$ cat src/design/tspq_pkg.sv
// ----------------------------------------------------------------------------
// tspq_pkg
// Shared constants and types for the three-level stable priority queue.
// ----------------------------------------------------------------------------
`default_nettype none

package tspq_pkg;

  // default sizing
  localparam int CAPACITY_DEF = 16;
  localparam int TAG_BITS_DEF = 16;

  // class codes as stored and reported
  localparam logic [1:0] CLASS_HIGH   = 2'd0;
  localparam logic [1:0] CLASS_MEDIUM = 2'd1;
  localparam logic [1:0] CLASS_LOW    = 2'd2;

  // command codes
  localparam logic CMD_ENQUEUE = 1'b0;
  localparam logic CMD_DEQUEUE = 1'b1;

  // control sequencer states
  typedef enum logic [1:0] {
    ST_IDLE,
    ST_READ,
    ST_DATA
  } state_t;

  // map an input class code onto a stored class, code three counts as low
  function automatic logic [1:0] class_of(input logic [1:0] code);
    logic [1:0] cls;
    cls = CLASS_LOW;
    if (code == CLASS_HIGH) begin
      cls = CLASS_HIGH;
    end else if (code == CLASS_MEDIUM) begin
      cls = CLASS_MEDIUM;
    end
    return cls;
  endfunction

endpackage

`default_nettype wire

$ cat src/design/tspq_store.sv
// ----------------------------------------------------------------------------
// tspq_store
// Tag memory, one region per class, one write and one registered read port.
// ----------------------------------------------------------------------------
`default_nettype none

module tspq_store #(
  parameter int ADDR_W = 6,
  parameter int DATA_W = 16,
  parameter int DEPTH  = 48
) (
  input  wire logic              clk,
  input  wire logic              wr_en,
  input  wire logic [ADDR_W-1:0] wr_addr,
  input  wire logic [DATA_W-1:0] wr_data,
  input  wire logic              rd_en,
  input  wire logic [ADDR_W-1:0] rd_addr,
  output logic      [DATA_W-1:0] rd_data
);

  logic [DATA_W-1:0] mem [DEPTH];

  // write port
  always_ff @(posedge clk) begin
    if (wr_en) begin
      mem[wr_addr] <= wr_data;
    end
  end

  // registered read port
  always_ff @(posedge clk) begin
    if (rd_en) begin
      rd_data <= mem[rd_addr];
    end
  end

endmodule

`default_nettype wire

$ cat src/design/three_level_stable_priority_queue_top.sv
// ----------------------------------------------------------------------------
// three_level_stable_priority_queue_top
// Stable priority queue with three classes, built as three circular queues
// sharing one tag memory; the front is the head of the best nonempty class.
// ----------------------------------------------------------------------------
// After an input transfer the sequencer steps through ST_READ (memory read of the
// new front) and ST_DATA (result load, held while the output register is full),
// then returns to ST_IDLE; no new input is taken until the result is loaded.
// The next input is taken while a result still waits on the output.
// Reset clears counts, pointers, sequencer and output valid; the queue is
// empty at once and the tag memory needs no clearing pass.
`default_nettype none

module three_level_stable_priority_queue_top #(
  parameter int CAPACITY = tspq_pkg::CAPACITY_DEF,
  parameter int TAG_BITS = tspq_pkg::TAG_BITS_DEF
) (
  input  wire logic        clk,
  input  wire logic        rst,
  input  wire logic        s_axis_tvalid,
  output logic             s_axis_tready,
  input  wire logic [23:0] s_axis_tdata,  // priority_class[1:0], task_tag[17:2]
  input  wire logic        s_axis_tuser,  // cmd[0]
  output logic             m_axis_tvalid,
  input  wire logic        m_axis_tready,
  output logic      [31:0] m_axis_tdata   // front_valid[0], front_class[2:1],
                                          // front_tag[18:3], entry_count[23:19],
                                          // dropped[24]
);

  localparam int PW     = $clog2(CAPACITY);
  localparam int CW     = $clog2(CAPACITY + 1);
  localparam int ADDR_W = PW + 2;
  localparam int DEPTH  = 3 * (2 ** PW);

  tspq_pkg::state_t state, state_next;

  logic [PW-1:0]       head [3];
  logic [PW-1:0]       tail [3];
  logic [CW-1:0]       cnt  [3];
  logic [CW-1:0]       total;
  logic                drop_flag;

  logic                in_xfer;
  logic                in_cmd;
  logic [1:0]          in_cls;
  logic [TAG_BITS-1:0] in_tag;
  logic                full;
  logic                do_enq;
  logic                do_deq;
  logic [1:0]          front_cls;

  logic                wr_en;
  logic [ADDR_W-1:0]   wr_addr;
  logic                rd_en;
  logic [ADDR_W-1:0]   rd_addr;
  logic [TAG_BITS-1:0] rd_data;
  logic                out_load;

  // input decode
  assign in_xfer = s_axis_tvalid && s_axis_tready;
  assign in_cmd  = s_axis_tuser;
  assign in_cls  = tspq_pkg::class_of(s_axis_tdata[1:0]);
  assign in_tag  = TAG_BITS'(s_axis_tdata[17:2]);
  assign full    = (total == CW'(CAPACITY));
  assign do_enq  = in_xfer && (in_cmd == tspq_pkg::CMD_ENQUEUE) && !full;
  assign do_deq  = in_xfer && (in_cmd == tspq_pkg::CMD_DEQUEUE) && (total != '0);

  // best nonempty class
  always_comb begin
    front_cls = tspq_pkg::CLASS_LOW;
    if (cnt[tspq_pkg::CLASS_HIGH] != '0) begin
      front_cls = tspq_pkg::CLASS_HIGH;
    end else if (cnt[tspq_pkg::CLASS_MEDIUM] != '0) begin
      front_cls = tspq_pkg::CLASS_MEDIUM;
    end
  end

  // pointer advance with wrap at the capacity
  function automatic logic [PW-1:0] ptr_inc(input logic [PW-1:0] p);
    return (p == PW'(CAPACITY - 1)) ? '0 : p + 1'b1;
  endfunction

  // memory ports
  assign wr_en   = do_enq;
  assign wr_addr = {in_cls, tail[in_cls]};
  assign rd_addr = {front_cls, head[front_cls]};

  tspq_store #(
    .ADDR_W (ADDR_W),
    .DATA_W (TAG_BITS),
    .DEPTH  (DEPTH)
  ) u_store (
    .clk     (clk),
    .wr_en   (wr_en),
    .wr_addr (wr_addr),
    .wr_data (in_tag),
    .rd_en   (rd_en),
    .rd_addr (rd_addr),
    .rd_data (rd_data)
  );

  // queue bookkeeping
  always_ff @(posedge clk) begin
    if (rst) begin
      for (int i = 0; i < 3; i++) begin
        head[i] <= '0;
        tail[i] <= '0;
        cnt[i]  <= '0;
      end
      total     <= '0;
      drop_flag <= 1'b0;
    end else if (in_xfer) begin
      drop_flag <= (in_cmd == tspq_pkg::CMD_ENQUEUE) && full;
      if (do_enq) begin
        tail[in_cls] <= ptr_inc(tail[in_cls]);
        cnt[in_cls]  <= cnt[in_cls] + 1'b1;
        total        <= total + 1'b1;
      end else if (do_deq) begin
        head[front_cls] <= ptr_inc(head[front_cls]);
        cnt[front_cls]  <= cnt[front_cls] - 1'b1;
        total           <= total - 1'b1;
      end
    end
  end

  // sequencer state register
  always_ff @(posedge clk) begin
    if (rst) begin
      state <= tspq_pkg::ST_IDLE;
    end else begin
      state <= state_next;
    end
  end

  // sequencer next state and controls
  always_comb begin
    state_next    = state;
    s_axis_tready = 1'b0;
    rd_en         = 1'b0;
    out_load      = 1'b0;
    unique case (state)
      tspq_pkg::ST_IDLE: begin
        s_axis_tready = 1'b1;
        if (s_axis_tvalid) begin
          state_next = tspq_pkg::ST_READ;
        end
      end
      tspq_pkg::ST_READ: begin
        rd_en      = 1'b1;
        state_next = tspq_pkg::ST_DATA;
      end
      tspq_pkg::ST_DATA: begin
        if (!m_axis_tvalid || m_axis_tready) begin
          out_load   = 1'b1;
          state_next = tspq_pkg::ST_IDLE;
        end
      end
      default: begin
        state_next = tspq_pkg::ST_IDLE;
      end
    endcase
  end

  // output register
  always_ff @(posedge clk) begin
    if (rst) begin
      m_axis_tvalid <= 1'b0;
    end else if (out_load) begin
      m_axis_tvalid <= 1'b1;
    end else if (m_axis_tready) begin
      m_axis_tvalid <= 1'b0;
    end
  end

  always_ff @(posedge clk) begin
    if (out_load) begin
      m_axis_tdata[0]     <= (total != '0);
      m_axis_tdata[2:1]   <= (total != '0) ? front_cls : tspq_pkg::CLASS_HIGH;
      m_axis_tdata[18:3]  <= (total != '0) ? 16'(rd_data) : 16'd0;
      m_axis_tdata[23:19] <= 5'(total);
      m_axis_tdata[24]    <= drop_flag;
      m_axis_tdata[31:25] <= '0;
    end
  end

  // class counts always add up to the total
  a_count_sum: assert property (@(posedge clk) disable iff (rst)
    (CW + 2)'(total) == (CW + 2)'(cnt[0]) + (CW + 2)'(cnt[1]) + (CW + 2)'(cnt[2]))
    else $error("class counts disagree with total");

  // the total never goes past the capacity
  a_count_bound: assert property (@(posedge clk) disable iff (rst)
    total <= CW'(CAPACITY))
    else $error("entry count above capacity");

  // an enqueue into a full queue changes nothing
  a_full_drop: assert property (@(posedge clk) disable iff (rst)
    in_xfer && (in_cmd == tspq_pkg::CMD_ENQUEUE) && full |=> $stable(total) && drop_flag)
    else $error("enqueue on full queue was not dropped");

  // only one item in flight at a time
  a_single_item: assert property (@(posedge clk) disable iff (rst)
    in_xfer |=> !s_axis_tready ##1 !s_axis_tready)
    else $error("input taken while an item is in flight");

endmodule

`default_nettype wire

$ cat config.mk
export PLATFORM = sky130hd
export DESIGN_NAME = three_level_stable_priority_queue_top
export DESIGN_NICKNAME = d
export VERILOG_FILES = /design/src/design/tspq_pkg.sv /design/src/design/tspq_store.sv /design/src/design/three_level_stable_priority_queue_top.sv
export SDC_FILE = /design/constraint.sdc
export NUM_CORES = 1
export LEC_CHECK = 0
export ABC_AREA = 1
export BUFFER_PORTS_ARGS = -buffer_cell sky130_fd_sc_hd__buf_2
export CAP_MARGIN = 0
export CORE_ASPECT_RATIO = 1.2
export CORE_MARGIN = 5
export CORE_UTILIZATION = 63
export CTS_CLUSTER_DIAMETER = 200
export DETAILED_ROUTE_END_ITERATION = 10
export GPL_ROUTABILITY_DRIVEN = 0
export GPL_TIMING_DRIVEN = 0
export PLACE_DENSITY_LB_ADDON = 0.12
export SLEW_MARGIN = 20
export SYNTH_ARGS = -nofsm -noshare
export SYNTH_HDL_FRONTEND = slang
export SYNTH_SLANG_ARGS = --single-unit
$ cat constraint.sdc
create_clock -name clk -period 3.95 [get_ports clk]
set_input_delay 1.185 -clock clk [delete_from_list [all_inputs] [get_ports clk]]
set_output_delay 1.185 -clock clk [all_outputs]
set_load 0.01 [all_outputs]
==> impl_summary.log <==
INFO  metric power_density = 502 nW/um2
INFO  metric ios = 63
INFO  metric drt_pre_antenna_iters = 6
INFO  metric finalSetupViolations = 0
INFO  metric ys_async_sr_fraction = 0
INFO  metric whs = 0.449 ns
INFO  metric final_max_slew_viol_count = 0
INFO  metric total_switching_power = approximately 5.6 mW
INFO  metric cts.root.buffer_cell = sky130_fd_sc_hd__clkbuf_16
INFO  metric total_power = between 20 and 25 mW
INFO  metric vias = 26,529
INFO  metric met1Wirelength = 37,400 um
INFO  metric grt_overflow_total = 0
INFO  metric finalClockSkew = approximately 0.033 ns
INFO  metric number_of_global_route_vias_before_repair = 25,400
INFO  metric clkPwrFrac = 0.371
INFO  metric ys_warn_count = 0
INFO  metric post_synth_instance_area = 37,100 um2
INFO  metric post-synth-top-area-cell = sky130_fd_sc_hd__edfxtp_1
INFO  metric post_synth_top_cells = sky130_fd_sc_hd__edfxtp_1 (848), sky130_fd_sc_hd__nand3_1 (628), sky130_fd_sc_hd__inv_1 (468), sky130_fd_sc_hd__nand2_1 (463), sky130_fd_sc_hd__nor2_1 (165)
INFO  metric worst_slew_pin_slew = 1.16 ns
INFO  metric synthCells = 3,273
INFO  metric power.ir.vdd_worst = 0.460 mV
INFO  metric diodes = 0
INFO  metric post_cts.resized_instances = 1
INFO  metric clk_pin_slew = ~0.06 ns
INFO  metric routed_wl_met2 = 51,900 um
INFO  metric fin_setup_tns = 0 ns
INFO  metric power_frac_seq = 0.488
INFO  metric cts_inserted_buffers = 83
INFO  metric fmax = 0.258 GHz
INFO  metric worst_setup_path_end_kind = flop
INFO  metric die-area = ~64,000 um2
INFO  metric pwr-share-comb = 0.141
INFO  metric worst-endpoint-arrival = 4.21 ns
INFO  metric period_share = 0.981
INFO  metric area_growth = 11.9%
INFO  metric final_hold_fails = 0
INFO  metric post-route-min-period = 3.87 ns
INFO  metric floorplan.die.width = between 200 and 250 um
INFO  metric internal_power = 15.2 mW
INFO  metric leakagePower = between 15 and 20 nW
INFO  metric die_height = about 280 um
INFO  metric placement.io_buffers = 48
INFO  metric drc_errors = 0
INFO  metric synth_top_flop_cell = sky130_fd_sc_hd__edfxtp_1
INFO  metric tritoncts = built
INFO  metric synth_top_area_cells = sky130_fd_sc_hd__edfxtp_1 (69%), sky130_fd_sc_hd__nand3_1 (8.5%), sky130_fd_sc_hd__inv_1 (4.7%), sky130_fd_sc_hd__nand2_1 (4.7%), sky130_fd_sc_hd__nand3b_1 (3.0%)
INFO  metric postCtsSetupRepairBufs = 0
INFO  metric finish.instance_area = between 40,000 and 50,000 um2
INFO  metric synth_most_common_cell = sky130_fd_sc_hd__edfxtp_1
INFO  metric hpwlAfterDp = 74,900 um
INFO  metric avgSynthCellArea = approximately 11 um2
INFO  metric postRouteWirelength = 111,000 um
INFO  metric timing.max_slew.rel_slack = 0.225
INFO  metric synthDistinctLibCells = 45
INFO  metric drtAntennaViolNets = 0
INFO  metric synth_edf_count = 848
INFO  metric power.switching_fraction = 0.269
INFO  metric cap_violations = 0
INFO  metric grt_pass1_wl = between 150,000 and 200,000 um
INFO  metric critical_path_class = in2reg
INFO  metric grt_start_max_net_pins = 49
INFO  metric globalRouteTotalUtil = 0.344
INFO  metric initial_core_util = 0.635
INFO  metric seq_area_frac_synth = 0.691
INFO  metric met3_length = 12,800 um
INFO  metric placed_area = 38,800 um2
INFO  metric wl_per_cell = 25.8 um
INFO  metric cts_hold_buf = 0
INFO  metric ff2ff_path_depth = 7
INFO  metric synth_largest_type_area_fraction = 0.687
INFO  metric crit_path_start_kind = input pin
INFO  metric worst-path-max-fanout = 10
INFO  metric cts-root-to-sink-buffers = 3
INFO  metric coreArea = 58,400 um2
INFO  metric worstHoldPathType = reg2reg
INFO  metric placementRows = 97
INFO  metric drive_above_1_share = 0.112
INFO  metric synth.ff_latch_count = between 800 and 900
INFO  metric final_nets = roughly 3,500
INFO  metric detail_route.iter0.violations = 4,130
INFO  metric cts-htree-levels = 3
INFO  metric hold_path_stages = 0
INFO  metric rsz0062_at_grt = yes
INFO  metric outcome = complete, no violations
INFO  metric clk-insertion-delay-late = 0.64 ns
INFO  metric top_layer = met4
INFO  metric required = 4.29 ns
INFO  metric via_per_inst = 6.17
INFO  metric number_of_antenna_violations_at_the_first_check_in_global_routing = 0
INFO  metric number_of_clock_sinks = 857
-- metal layers --
metal / vias to the layer above / track usage
met5: - / 0
met4: 0 / 0.237
met3: 436 / 0.0684
met2: 1882 / 0.548
met1: 12600 / 0.428
li1: 11611 / -
-- final timing paths --
| path | startpoint | to | slack (ns) |
|---|---|---|---|
| max reg2reg | state[0] | u_store.mem[45][3] | 0.14 |
| max | s_axis_tdata[1] | u_store.mem[3][13] | 0.08 |
| min reg2reg | drop_flag | m_axis_tdata[24] | 0.45 |
| min | drop_flag | m_axis_tdata[24] | 0.45 |
-- cells in the final DEF (no fill, tap or decap), types with 88 or more instances in the layout --
cell type                     n
sky130_fd_sc_hd__buf_2      117
sky130_fd_sc_hd__inv_1      468
sky130_fd_sc_hd__nand2_1    463
sky130_fd_sc_hd__a21oi_1    112
sky130_fd_sc_hd__o21ai_1     93
sky130_fd_sc_hd__clkbuf_1    89
sky130_fd_sc_hd__clkbuf_16   88
sky130_fd_sc_hd__nor2_1     116
sky130_fd_sc_hd__nand3b_1   149
sky130_fd_sc_hd__nand3_1    628
sky130_fd_sc_hd__edfxtp_1   848
-- sequential cells by signal (all words and copies together), names as in the netlist --
| name | count |
|---|---|
| u_store.mem | 768 |
| m_axis_tdata | 25 |
| head | 12 |
| m_axis_tvalid | 1 |
| cnt | 15 |
| state | 2 |
| u_store.rd_data | 16 |
| tail | 12 |
| drop_flag | 1 |
| total | 5 |
-- layout make-up --
type | instances | area (um2)
repair buffers | 78 | 633
plain buffers | 199 | 1050
inverters | 475 | 1780
fillers | 3984 | 16900
well taps | 792 | 991
multi-input cells | 1748 | 8800
flip-flops and latches | 857 | 25600
clock inverters | 37 | 292
clock buffers | 112 | 2310
-- worst max-delay path, stage by stage --
cell,delay (ns)
sky130_fd_sc_hd__buf_2,0.18
sky130_fd_sc_hd__nor2_2,0.47
sky130_fd_sc_hd__nand2_1,0.08
sky130_fd_sc_hd__and3_1,0.16
sky130_fd_sc_hd__clkbuf_1,0.17
sky130_fd_sc_hd__inv_1,0.21
sky130_fd_sc_hd__nand3_1,0.70
sky130_fd_sc_hd__nor2_2,0.79
sky130_fd_sc_hd__buf_6,0.25
-- through the flow --
step | setup slack (ns) | utilization | instances
final | 0.0766 | 0.711 | 4298
after global placement | -1.12 | 0.657 | 4119
after CTS | -0.0114 | 0.710 | 4298
after global routing | -0.0424 | 0.711 | 4298
after floorplan | 0.435 | - | 3279
after detailed placement | -0.656 | 0.665 | 4149
-- power by group through the flow --
stage | Clock, mW | Sequential [mW] | Combinational (mW)
finish | 7.73 | 10.2 | 2.95
CTS | 7.73 | 10.2 | 2.81
global placement | 0 | 10.4 | 2.71
global route | 8.12 | 10.2 | 3.07
floorplan | 0 | 10.4 | 1.59
detailed placement | 0 | 10.4 | 2.80
-- cells by family (layout without fill, tap and decap cells) --
| group | count (synthesis) | count (layout) | synth area share |
|---|---|---|---|
| compound gates | 293 | 293 | 0.0434 |
| fa+ha+maj | 8 | 8 | 0.00290 |
| other cells | 1 | 7 | 0.000101 |
| xor+xnor | 5 | 5 | 0.00118 |
| flops | 857 | 857 | 0.691 |
| buf+inv | 674 | 901 | 0.0763 |
| simple gates | 1435 | 1435 | 0.185 |
No activity file was read; power rests on OpenSTA's default activity.
